**src/design/tmh_pkg.sv**
```systemverilog
// Package: codes, states and constants of the timer min-heap scheduler
`timescale 1ns / 1ps
package tmh_pkg;
    localparam int DEFAULT_CAPACITY = 64;
    localparam int DEFAULT_TAG_BITS = 32;
    localparam int TICK_W           = 48;
    localparam int HANDLER_W        = 8;
    localparam int HELD_W           = 7;
    localparam logic [TICK_W-1:0] TICK_MAX = {TICK_W{1'b1}};

    typedef enum logic [1:0] {
        FUNC_INSERT = 2'd0,
        FUNC_REMOVE = 2'd1,
        FUNC_TICK   = 2'd2,
        FUNC_NONE   = 2'd3
    } func_t;

    typedef enum logic [2:0] {
        ST_DONE     = 3'd0,
        ST_FULL     = 3'd1,
        ST_NOTFOUND = 3'd2,
        ST_EMPTY    = 3'd3,
        ST_NODUE    = 3'd4,
        ST_FIRED    = 3'd5
    } status_t;

    typedef enum logic [3:0] {
        S_IDLE, S_UP, S_UP_W, S_RM_LAST_W, S_SR_RD, S_SR_W, S_TK_W,
        S_LAST_W, S_DN, S_DN_L_W, S_DN_R_W, S_DN_CMP, S_FIN
    } state_t;

    typedef struct packed {
        logic we;
        logic re;
    } mem_ctl_t;
endpackage

```
**src/design/tmh_ctrl.sv**
```systemverilog
// Heap sequencer: insert, search, sift up and down over the entry memory
`timescale 1ns / 1ps
module tmh_ctrl #(
    parameter int CAPACITY = 64,
    parameter int TAG_BITS = 32,
    parameter int AW       = 6,
    parameter int EW       = 88
) (
    input  logic                        aclk,
    input  logic                        aresetn,
    input  logic                        s_valid,
    output logic                        s_ready,
    input  tmh_pkg::func_t              s_func,
    input  logic [31:0]                 s_delay,
    input  logic [31:0]                 s_tag,
    input  logic [tmh_pkg::HANDLER_W-1:0] s_handler,
    output logic                        m_valid,
    input  logic                        m_ready,
    output tmh_pkg::status_t            m_status,
    output logic [31:0]                 m_ftag,
    output logic [tmh_pkg::HANDLER_W-1:0] m_fhand,
    output logic [tmh_pkg::TICK_W-1:0]  m_remain,
    output logic [tmh_pkg::HELD_W-1:0]  m_held,
    output tmh_pkg::mem_ctl_t           mem_ctl,
    output logic [AW-1:0]               mem_waddr,
    output logic [EW-1:0]               mem_wdata,
    output logic [AW-1:0]               mem_raddr,
    input  logic [EW-1:0]               mem_rdata
);
    import tmh_pkg::*;

    localparam int CW = $clog2(CAPACITY + 1);
    localparam int DW = AW + 1;

    state_t state_reg, state_next;
    logic [TICK_W-1:0]    now_reg, now_next;
    logic [CW-1:0]        cnt_reg, cnt_next;
    logic [AW-1:0]        idx_reg, idx_next, cidx_reg, cidx_next;
    logic [TICK_W-1:0]    cur_dl_reg, cur_dl_next;
    logic [TAG_BITS-1:0]  cur_tag_reg, cur_tag_next, key_reg, key_next;
    logic [HANDLER_W-1:0] cur_h_reg, cur_h_next;
    logic [EW-1:0]        chl_reg, chl_next;
    status_t              st_reg, st_next;
    logic [31:0]          ftag_reg, ftag_next;
    logic [HANDLER_W-1:0] fh_reg, fh_next;
    logic [TICK_W-1:0]    rem_reg, rem_next;
    logic                 mv_reg, mv_next;
    status_t              ms_reg, ms_next;
    logic [31:0]          mt_reg, mt_next;
    logic [HANDLER_W-1:0] mh_reg, mh_next;
    logic [TICK_W-1:0]    mr_reg, mr_next;
    logic [HELD_W-1:0]    me_reg, me_next;

    logic [TICK_W-1:0]    rd_dl, chl_dl;
    logic [TAG_BITS-1:0]  rd_tag, in_tag;
    logic [HANDLER_W-1:0] rd_h;
    logic [TICK_W:0]      dl_sum;
    logic [AW-1:0]        parent, last_idx;
    logic [DW-1:0]        child, cnt_ext;

    assign rd_dl   = mem_rdata[TICK_W-1:0];
    assign rd_tag  = mem_rdata[TICK_W +: TAG_BITS];
    assign rd_h    = mem_rdata[TICK_W+TAG_BITS +: HANDLER_W];
    assign chl_dl  = chl_reg[TICK_W-1:0];
    assign in_tag  = TAG_BITS'(s_tag);
    assign dl_sum  = {1'b0, now_reg} + (TICK_W+1)'(s_delay);
    assign parent  = (idx_reg - 1'b1) >> 1;
    assign last_idx = AW'(cnt_reg - 1'b1);
    assign child   = {idx_reg, 1'b1};
    assign cnt_ext = DW'(cnt_reg);

    always_ff @(posedge aclk) begin
        if (!aresetn) begin
            state_reg <= S_IDLE;
            now_reg   <= '0;
            cnt_reg   <= '0;
            mv_reg    <= 1'b0;
        end else begin
            state_reg <= state_next;
            now_reg   <= now_next;
            cnt_reg   <= cnt_next;
            mv_reg    <= mv_next;
        end
        idx_reg     <= idx_next;
        cidx_reg    <= cidx_next;
        cur_dl_reg  <= cur_dl_next;
        cur_tag_reg <= cur_tag_next;
        cur_h_reg   <= cur_h_next;
        key_reg     <= key_next;
        chl_reg     <= chl_next;
        st_reg      <= st_next;
        ftag_reg    <= ftag_next;
        fh_reg      <= fh_next;
        rem_reg     <= rem_next;
        ms_reg      <= ms_next;
        mt_reg      <= mt_next;
        mh_reg      <= mh_next;
        mr_reg      <= mr_next;
        me_reg      <= me_next;
    end

    always_comb begin
        state_next   = state_reg;
        now_next     = now_reg;
        cnt_next     = cnt_reg;
        idx_next     = idx_reg;
        cidx_next    = cidx_reg;
        cur_dl_next  = cur_dl_reg;
        cur_tag_next = cur_tag_reg;
        cur_h_next   = cur_h_reg;
        key_next     = key_reg;
        chl_next     = chl_reg;
        st_next      = st_reg;
        ftag_next    = ftag_reg;
        fh_next      = fh_reg;
        rem_next     = rem_reg;
        mv_next      = mv_reg & ~m_ready;
        ms_next      = ms_reg;
        mt_next      = mt_reg;
        mh_next      = mh_reg;
        mr_next      = mr_reg;
        me_next      = me_reg;
        mem_ctl      = '0;
        mem_waddr    = idx_reg;
        mem_wdata    = {cur_h_reg, cur_tag_reg, cur_dl_reg};
        mem_raddr    = parent;
        s_ready      = (state_reg == S_IDLE);

        unique case (state_reg)
            S_IDLE: begin
                if (s_valid) begin
                    st_next   = ST_DONE;
                    ftag_next = '0;
                    fh_next   = '0;
                    rem_next  = '0;
                    key_next  = in_tag;
                    state_next = S_FIN;
                    unique case (s_func)
                        FUNC_INSERT: begin
                            if (cnt_reg >= CW'(CAPACITY)) begin
                                st_next = ST_FULL;
                            end else begin
                                cur_dl_next  = dl_sum[TICK_W] ? TICK_MAX : dl_sum[TICK_W-1:0];
                                cur_tag_next = in_tag;
                                cur_h_next   = s_handler;
                                idx_next     = AW'(cnt_reg);
                                cnt_next     = cnt_reg + 1'b1;
                                state_next   = S_UP;
                            end
                        end
                        FUNC_REMOVE: begin
                            if (cnt_reg == '0) begin
                                st_next = ST_EMPTY;
                            end else begin
                                mem_ctl.re = 1'b1;
                                mem_raddr  = last_idx;
                                state_next = S_RM_LAST_W;
                            end
                        end
                        FUNC_TICK: begin
                            now_next = now_reg + 1'b1;
                            if (cnt_reg == '0) begin
                                st_next = ST_EMPTY;
                            end else begin
                                mem_ctl.re = 1'b1;
                                mem_raddr  = '0;
                                state_next = S_TK_W;
                            end
                        end
                        default: ;
                    endcase
                end
            end
            S_UP: begin
                if (idx_reg == '0) begin
                    mem_ctl.we = 1'b1;
                    state_next = S_FIN;
                end else begin
                    mem_ctl.re = 1'b1;
                    mem_raddr  = parent;
                    state_next = S_UP_W;
                end
            end
            S_UP_W: begin
                mem_ctl.we = 1'b1;
                if (rd_dl < cur_dl_reg) begin
                    state_next = S_FIN;
                end else begin
                    // pull the parent down and climb
                    mem_wdata  = mem_rdata;
                    idx_next   = parent;
                    state_next = S_UP;
                end
            end
            S_RM_LAST_W: begin
                cur_dl_next  = rd_dl;
                cur_tag_next = rd_tag;
                cur_h_next   = rd_h;
                if (rd_tag == key_reg) begin
                    cnt_next   = cnt_reg - 1'b1;
                    state_next = S_FIN;
                end else begin
                    st_next    = ST_NOTFOUND;
                    idx_next   = '0;
                    state_next = S_SR_RD;
                end
            end
            S_SR_RD: begin
                mem_ctl.re = 1'b1;
                mem_raddr  = idx_reg;
                state_next = S_SR_W;
            end
            S_SR_W: begin
                if (rd_tag == key_reg) begin
                    st_next  = ST_DONE;
                    cnt_next = cnt_reg - 1'b1;
                    state_next = (DW'(idx_reg) == DW'(cnt_reg - 1'b1)) ? S_FIN : S_DN;
                end else if (DW'(idx_reg) + 1'b1 >= cnt_ext) begin
                    state_next = S_FIN;
                end else begin
                    idx_next   = idx_reg + 1'b1;
                    state_next = S_SR_RD;
                end
            end
            S_TK_W: begin
                if (rd_dl <= now_reg) begin
                    st_next   = ST_FIRED;
                    ftag_next = 32'(rd_tag);
                    fh_next   = rd_h;
                    cnt_next  = cnt_reg - 1'b1;
                    if (cnt_reg == CW'(1)) begin
                        state_next = S_FIN;
                    end else begin
                        mem_ctl.re = 1'b1;
                        mem_raddr  = last_idx;
                        state_next = S_LAST_W;
                    end
                end else begin
                    st_next    = ST_NODUE;
                    rem_next   = rd_dl - now_reg;
                    state_next = S_FIN;
                end
            end
            S_LAST_W: begin
                cur_dl_next  = rd_dl;
                cur_tag_next = rd_tag;
                cur_h_next   = rd_h;
                idx_next     = '0;
                state_next   = S_DN;
            end
            S_DN: begin
                if (child >= cnt_ext) begin
                    state_next = S_UP;
                end else begin
                    mem_ctl.re = 1'b1;
                    mem_raddr  = child[AW-1:0];
                    cidx_next  = child[AW-1:0];
                    state_next = S_DN_L_W;
                end
            end
            S_DN_L_W: begin
                chl_next = mem_rdata;
                if (DW'(cidx_reg) + 1'b1 < cnt_ext) begin
                    mem_ctl.re = 1'b1;
                    mem_raddr  = cidx_reg + 1'b1;
                    state_next = S_DN_R_W;
                end else begin
                    state_next = S_DN_CMP;
                end
            end
            S_DN_R_W: begin
                if (rd_dl < chl_dl) begin
                    chl_next  = mem_rdata;
                    cidx_next = cidx_reg + 1'b1;
                end
                state_next = S_DN_CMP;
            end
            S_DN_CMP: begin
                if (cur_dl_reg < chl_dl) begin
                    state_next = S_UP;
                end else begin
                    mem_ctl.we = 1'b1;
                    mem_wdata  = chl_reg;
                    idx_next   = cidx_reg;
                    state_next = S_DN;
                end
            end
            S_FIN: begin
                // hold until the output register is free
                if (!mv_reg || m_ready) begin
                    mv_next    = 1'b1;
                    ms_next    = st_reg;
                    mt_next    = ftag_reg;
                    mh_next    = fh_reg;
                    mr_next    = rem_reg;
                    me_next    = HELD_W'(cnt_reg);
                    state_next = S_IDLE;
                end
            end
            default: state_next = S_IDLE;
        endcase
    end

    assign m_valid  = mv_reg;
    assign m_status = ms_reg;
    assign m_ftag   = mt_reg;
    assign m_fhand  = mh_reg;
    assign m_remain = mr_reg;
    assign m_held   = me_reg;
endmodule

```
**config.mk**
```make
export PLATFORM = sky130hd
export DESIGN_NAME = tmh_ctrl
export DESIGN_NICKNAME = d
export VERILOG_FILES = /design/src/design/tmh_pkg.sv /design/src/design/tmh_ctrl.sv
export SDC_FILE = /design/constraint.sdc
export NUM_CORES = 1
export LEC_CHECK = 0
export BUFFER_PORTS_ARGS = -buffer_cell sky130_fd_sc_hd__buf_2
export CAP_MARGIN = 20
export CORE_ASPECT_RATIO = 0.6
export CORE_MARGIN = 3
export CORE_UTILIZATION = 59
export CTS_BUF_LIST = sky130_fd_sc_hd__clkbuf_4 sky130_fd_sc_hd__clkbuf_8 sky130_fd_sc_hd__clkbuf_16
export CTS_CLUSTER_DIAMETER = 150
export CTS_CLUSTER_SIZE = 24
export DETAILED_ROUTE_END_ITERATION = 7
export HOLD_SLACK_MARGIN = 0.03
export PLACE_DENSITY = 0.9
export SLEW_MARGIN = 20
export SYNTH_ARGS = -nofsm -noshare
export SYNTH_HDL_FRONTEND = slang
export SYNTH_SLANG_ARGS = --single-unit
```
**constraint.sdc**
```tcl
create_clock -name aclk -period 10.7 [get_ports aclk]
set_clock_uncertainty 0.1 [all_clocks]
set_input_delay 1.07 -clock aclk [delete_from_list [all_inputs] [get_ports aclk]]
set_output_delay 1.07 -clock aclk [all_outputs]
set_load 0.05 [all_outputs]
```
==> reports/qor.yml, run 1 <==
status: "finished, final reports clean"
synth-seq-cells: 469
crit_fanout: 46
slew_headroom_pct: 20.67
syn_nets: 3284
syn_to_final_growth_pct: 10.88
clkSinkCount: 469
synthTopCellsByArea: "edfxtp_1 (42%), ha_1 (11%), dfxtp_1 (4.1%)"
num_vias: 25053
period_needed_ns: 6.461
gr-usage-all-layers_pct: 37.28
postCtsResizedCells: 0
finalMaxSlewViolations: 0
gp_congestion: 1.130
async_flop_share_pct: 0
io_buffers: 367
drive_above_1_share_pct: 16.25
finalHoldViolations: 0
critPathRequiredTime_ns: 9.53
cts_hold_buffers: 0
crit_path_top_delay_cell: "o211a_4"
clkTransAtPathRegs_ns: 0.09
end_kind: "output pin"
timing.fmax_mhz: 154.8
syn-mean-instance-area_sq_um: 10.13
dieArea_sq_um: 51960
worst_setup_path_start_kind: "flip-flop"
final_nets: 3578
grt_max_degree: 90
synth-edff-count: 409
synth_commonest_cells: "edfxtp_1 (409), nand2_1 (301), ha_1 (251), inv_1 (229), nor2_1 (210)"
peakVddDrop_v: 0.0001261
drt-initial-drc-count: 3789
arrival_ns: 5.29
path_cells: "inv_1 -> ha_1 -> a21o_1 -> a211o_1 -> a211oi_1 -> o21ai_1 -> a211o_1 -> a31oi_2 -> o31ai_4 -> buf_4 -> o211a_4 -> buf_12 -> o21ai_0 -> buf_2"
critPathMaxStageDelay_ns: 0.49
post_drt_wl_per_cell_microns: 26.18
dr.pass1.iters: 6
rows: 62
maxCapViolations: 0
utilization_pct: 66.78
ys_seq_area_share_pct: 46.47
hold_class: "flip-flop to flip-flop"
drc: 0
drtAntennaViolNets: 0
finalSetupViolCount: 0
cts_root_buf: "clkbuf_16"
grt_pass1_wl_mm: 144.7
die_x_microns: 292.3
clk_latency_ns: 0.62
tightest_slew_ns: 1.171
synth_top_area_share_pct: 42.33
vias_per_cell: 6.548
syn_area_sq_um: 29010
power_leakage_nw: 13.10
design.core.area_sq_um: 48170
path_class: "flip-flop to output pin"
antenna_found_initial: 13
routed_wl_mm: 100.2
numCtsBuffers: 23
synthCells: 2865
detailed_place_hpwl_mm: 77.23
tns_ns: 0
synth.most_common_cell: "edfxtp_1"
post-route-period-util_pct: 60.38
ios: 368
grt_pass1_vias: 22511
die_height_microns: 177.8
post-cts-setup-buffers: 0
start_util_pct: 60.23
power.density_nw_per_um2: 175.9
cts_tree: "done"
htree_levels: 1
synth_area_leader_cell: "edfxtp_1"
ys.flop_type: "edfxtp_1"
critPathMostFrequentCell: "a211o_1"
gr-total-overflow: 0
rsz0062_at_grt: "false"
cts_buffer_depth: 3
fillers: 3759
yosys_warnings: 0
hold_ws_ns: 0.3258
largest_reg_flops: 88
synth_cell_types: 89
==> metrics by stage <==
step	cell area [sq um]	power, mW	worst slack (ns)	std cells
floorplan	29010	3.968	2.155	2865
global placement	31370	4.537	4.661	3773
detailed placement	31370	4.571	4.658	3773
CTS	32110	5.597	4.257	3815
global route	32160	5.853	4.185	3824
finish	32170	5.660	4.239	3826
==> per-layer routing <==
metal	track usage, %	share of wire (%)	vias up
met5	0	0.036	-
met4	11.60	3.6	6
met3	12.58	16	220
met2	49.25	38	1935
met1	56.85	42	11742
li1	-	-	11150
==> worst max-delay path: cells and delay by family (launching register included) <==
| kind | cells | cell delay, ns |
|---|---|---|
| AOI/OAI and AO/OA | 9 | 2.91 |
| buffers and inverters | 4 | 1.12 |
| DFF | 1 | 0.36 |
| adders and majority gates | 1 | 0.27 |
==> kinds of logic after synthesis <==
family	count (synthesis)	synth area share, %
AO/OA/AOI/OAI	738	18.08
XOR/XNOR	159	4.800
adder cells (fa/ha/maj)	253	10.96
buffers and inverters	351	4.800
flip-flops	469	46.47
multiplexers	10	0.3493
AND/OR/NAND/NOR	885	14.54
==> power breakdown <==
group          internal, mW  switching [mW]
Sequential             2.40           0.154
Combinational         0.547            1.50
Clock                 0.461           0.601
==> path summary, 6_finish.rpt <==
check	start	endpoint	slack, ns	cells after the start
hold / removal	rem_reg[44]	m_remain[44]	0.33	0
hold reg to reg	rem_reg[44]	m_remain[44]	0.33	0
setup reg to reg	chl_reg[7]	chl_reg[49]	5.71	11
setup / recovery	chl_reg[10]	mem_wdata[0]	4.24	14
==> cells in the final DEF, fill, tap and decap left out, types with 12 or more instances in the layout <==
master,n
a211oi_1,29
a21o_1,109
a21oi_1,156
a31oi_1,50
a32oi_1,42
and2_1,52
and3_1,22
buf_2,367
buf_4,23
clkbuf_16,23
clkbuf_4,17
dfxtp_1,60
edfxtp_1,409
ha_1,251
inv_1,227
nand2_1,298
nand2b_1,23
nand3_1,55
nand4_1,59
nor2_1,210
nor2b_1,20
nor3_1,52
nor3b_1,12
nor4_1,25
o211ai_1,16
o21a_1,19
o21ai_0,129
o21bai_1,17
o221ai_1,31
o221ai_2,19
o31ai_1,14
or2_2,12
or3_1,12
xnor2_1,94
xor2_1,65
==> cell type report <==
type / count / area (sq um) / share of cell area, %
Antenna cell: 10 / 25.02 / 0.07779
Clock buffer: 40 / 703.2 / 2.186
Clock inverter: 2 / 36.28 / 0.1128
Inverter: 229 / 859.6 / 2.672
Multi-Input combinational cell: 2045 / 14230 / 44.24
Sequential cell: 469 / 13480 / 41.91
Tap cell: 640 / 800.8 / 2.489
Timing Repair Buffer: 391 / 2029 / 6.309
Note: power is estimated with default switching activity, not from simulation.
==> inputs of run 2 (changes only) <==
--- a/config.mk
+++ b/config.mk
@@ -9,13 +9,13 @@
 export CAP_MARGIN = 20
 export CORE_ASPECT_RATIO = 0.6
 export CORE_MARGIN = 3
-export CORE_UTILIZATION = 59
+export CORE_UTILIZATION = 54
 export CTS_BUF_LIST = sky130_fd_sc_hd__clkbuf_4 sky130_fd_sc_hd__clkbuf_8 sky130_fd_sc_hd__clkbuf_16
 export CTS_CLUSTER_DIAMETER = 150
 export CTS_CLUSTER_SIZE = 24
 export DETAILED_ROUTE_END_ITERATION = 7
 export HOLD_SLACK_MARGIN = 0.03
-export PLACE_DENSITY = 0.9
+export PLACE_DENSITY = 0.87
 export SLEW_MARGIN = 20
 export SYNTH_ARGS = -nofsm -noshare
 export SYNTH_HDL_FRONTEND = slang
==> constraint.sdc (replaced) <==
create_clock -name aclk -period 5.8 [get_ports aclk]
set_clock_uncertainty 0.1 [all_clocks]
set_input_delay 0.58 -clock aclk [delete_from_list [all_inputs] [get_ports aclk]]
set_output_delay 0.58 -clock aclk [all_outputs]
set_load 0.05 [all_outputs]
==> reports/qor.yml, run 2 (synthesis results as in run 1) <==
end_kind: "output pin"  # unchanged
rows: 65  # was 62
finalHoldViolations: 0  # unchanged
seqCellArea_sq_um: 13480  # unchanged
cts_tree: "done"  # unchanged
post-cts-setup-buffers: 0  # unchanged
dp.cells: 3845  # was 3773
syn_to_final_growth_pct: 11.29  # was 10.88%
grt_pass1_vias: 22105  # was 22511
cts_root_buf: "clkbuf_16"  # unchanged
final_nets: 3587  # was 3578
drc: 0  # unchanged
timing.fmax_mhz: 179.5
numCtsBuffers: 23  # unchanged
path_class: "flip-flop to output pin"  # unchanged
io_buffers: 367  # unchanged
status: "finished, final reports clean"  # unchanged
fin_ws_ns: 0.2289  # was 4.239 ns
die_height_microns: 185.5  # was 177.8 microns
power.density_nw_per_um2: 323.1  # was 175.9 nW/um^2
dr.pass1.iters: 6  # unchanged
utilization_pct: 61.08  # was 66.78%
cts_buffer_depth: 3  # unchanged
detailed_place_hpwl_mm: 76.22  # was 77.23 mm
vias_per_cell: 6.416  # was 6.548
layout_common_cells: "edfxtp_1 (409), buf_2 (367), nand2_1 (298)"  # unchanged
fin_cells: 3888  # was 3826
arrival_ns: 4.89  # was 5.29 ns
clk_latency_ns: 0.62  # about the same
gr-total-overflow: 0  # unchanged
start_util_pct: 54.88  # was 60.23%
grt_pass1_wl_mm: 142.8  # was 144.7 mm
hold_class: "input port to flip-flop"  # was flip-flop to flip-flop
rsz0062_at_grt: "false"  # unchanged
die_x_microns: 305.2  # was 292.3 microns
grt_max_degree: 88  # was 90
layout_commonest_cell: "edfxtp_1"  # unchanged
critPathRequiredTime_ns: 5.12  # was 9.53 ns
finalMaxSlewViolations: 0  # unchanged
fillers: 4350  # was 3759
clkTransAtPathRegs_ns: 0.10  # was 0.09 ns
dieArea_sq_um: 56640  # was 51960 sq um
largest_reg_flops: 88  # unchanged
post-route-period-util_pct: 96.05
clkSinkCount: 469  # unchanged
maxCapViolations: 0  # unchanged
htree_levels: 1  # unchanged
ios: 368  # unchanged
drive_above_1_share_pct: 16.34  # was 16.25%
finalSetupViolCount: 0  # unchanged
worst_setup_path_start_kind: "flip-flop"  # unchanged
gp_congestion: 1.099  # was 1.130
design.core.area_sq_um: 52860  # was 48170 sq um
peakVddDrop_v: 0.0002191  # was 0.0001261 V
tns_ns: 0  # unchanged
routed_wl_mm: 99.18  # was 100.2 mm
antenna_found_initial: 4  # was 13
num_vias: 24947  # was 25053
slew_headroom_pct: 24.24  # was 20.67%
gr-usage-all-layers_pct: 33.44  # was 37.28%
period_needed_ns: 5.571
tightest_slew_ns: 1.122  # was 1.171 ns
multiInputGateArea_sq_um: 14220  # was 14230 sq um
post_drt_wl_per_cell_microns: 25.51  # was 26.18 microns
crit_fanout: 45  # was 46
drt-initial-drc-count: 4138  # was 3789
power_leakage_nw: 13.14  # was 13.10 nW
dp_slack_ns: 0.8380  # was 4.658 ns
drtAntennaViolNets: 0  # unchanged
## run 2: repair_timing
item,CTS,global route
resized for setup,0,0
hold buffers,1,0
hold endpoints to repair,1,0
## run 2: metrics by stage
step	instance area, sq um	hold slack (ns)	total power [mW]
after floorplan	29020	0.3003	7.304
after global placement	31550	0.3004	8.382
after detailed placement	31550	0.3045	8.451
after CTS	32280	0.03299	10.36
after global routing	32280	0.05314	10.83
final	32290	0.06741	10.43
## run 2: routing by layer
layer | wire, microns | global-route usage, %
met5 | 40 | 0
met4 | 2965 | 8.377
met3 | 16030 | 13.02
met2 | 37760 | 43.55
met1 | 42390 | 51.09
## run 2: worst paths after layout
path,slack [ns],depth (start not counted),end,startpoint
worst min register to register,0.33,0,m_remain[14],rem_reg[14]
worst max register to register,1.40,12,chl_reg[16],chl_reg[1]
worst min-delay path,0.07,1,key_reg[4],s_tag[4]
worst max-delay path,0.23,12,mem_wdata[45],cur_dl_reg[1]
## run 2: area by class of cell
type / count / share of cell area (%)
Clock inverter: 2 / 0.1124
Antenna cell: 2 / 0.01550
Timing Repair Buffer: 400 / 6.541
Inverter: 229 / 2.662
Sequential cell: 469 / 41.76
Tap cell: 703 / 2.724
Clock buffer: 38 / 2.131
Multi-Input combinational cell: 2045 / 44.05
## run 2: worst max-delay path, stage by stage, from the launching register on
cell,delay (ns)
edfxtp_1,0.50
ha_1,0.33
a21o_1,0.16
a211oi_1,0.53
o21ai_1,0.21
a211o_1,0.32
a31oi_2,0.30
o31ai_4,0.09
buf_4,0.32
nand2_2,0.26
buf_4,0.56
o221ai_1,0.37
buf_2,0.31
## run 2: where the power goes
part	internal, mW	total [mW]	switching [mW]
Combinational	1.01	3.77	2.76
Sequential	4.42	4.71	0.289
Clock	0.837	1.96	1.12
Total	6.27	10.4	4.17
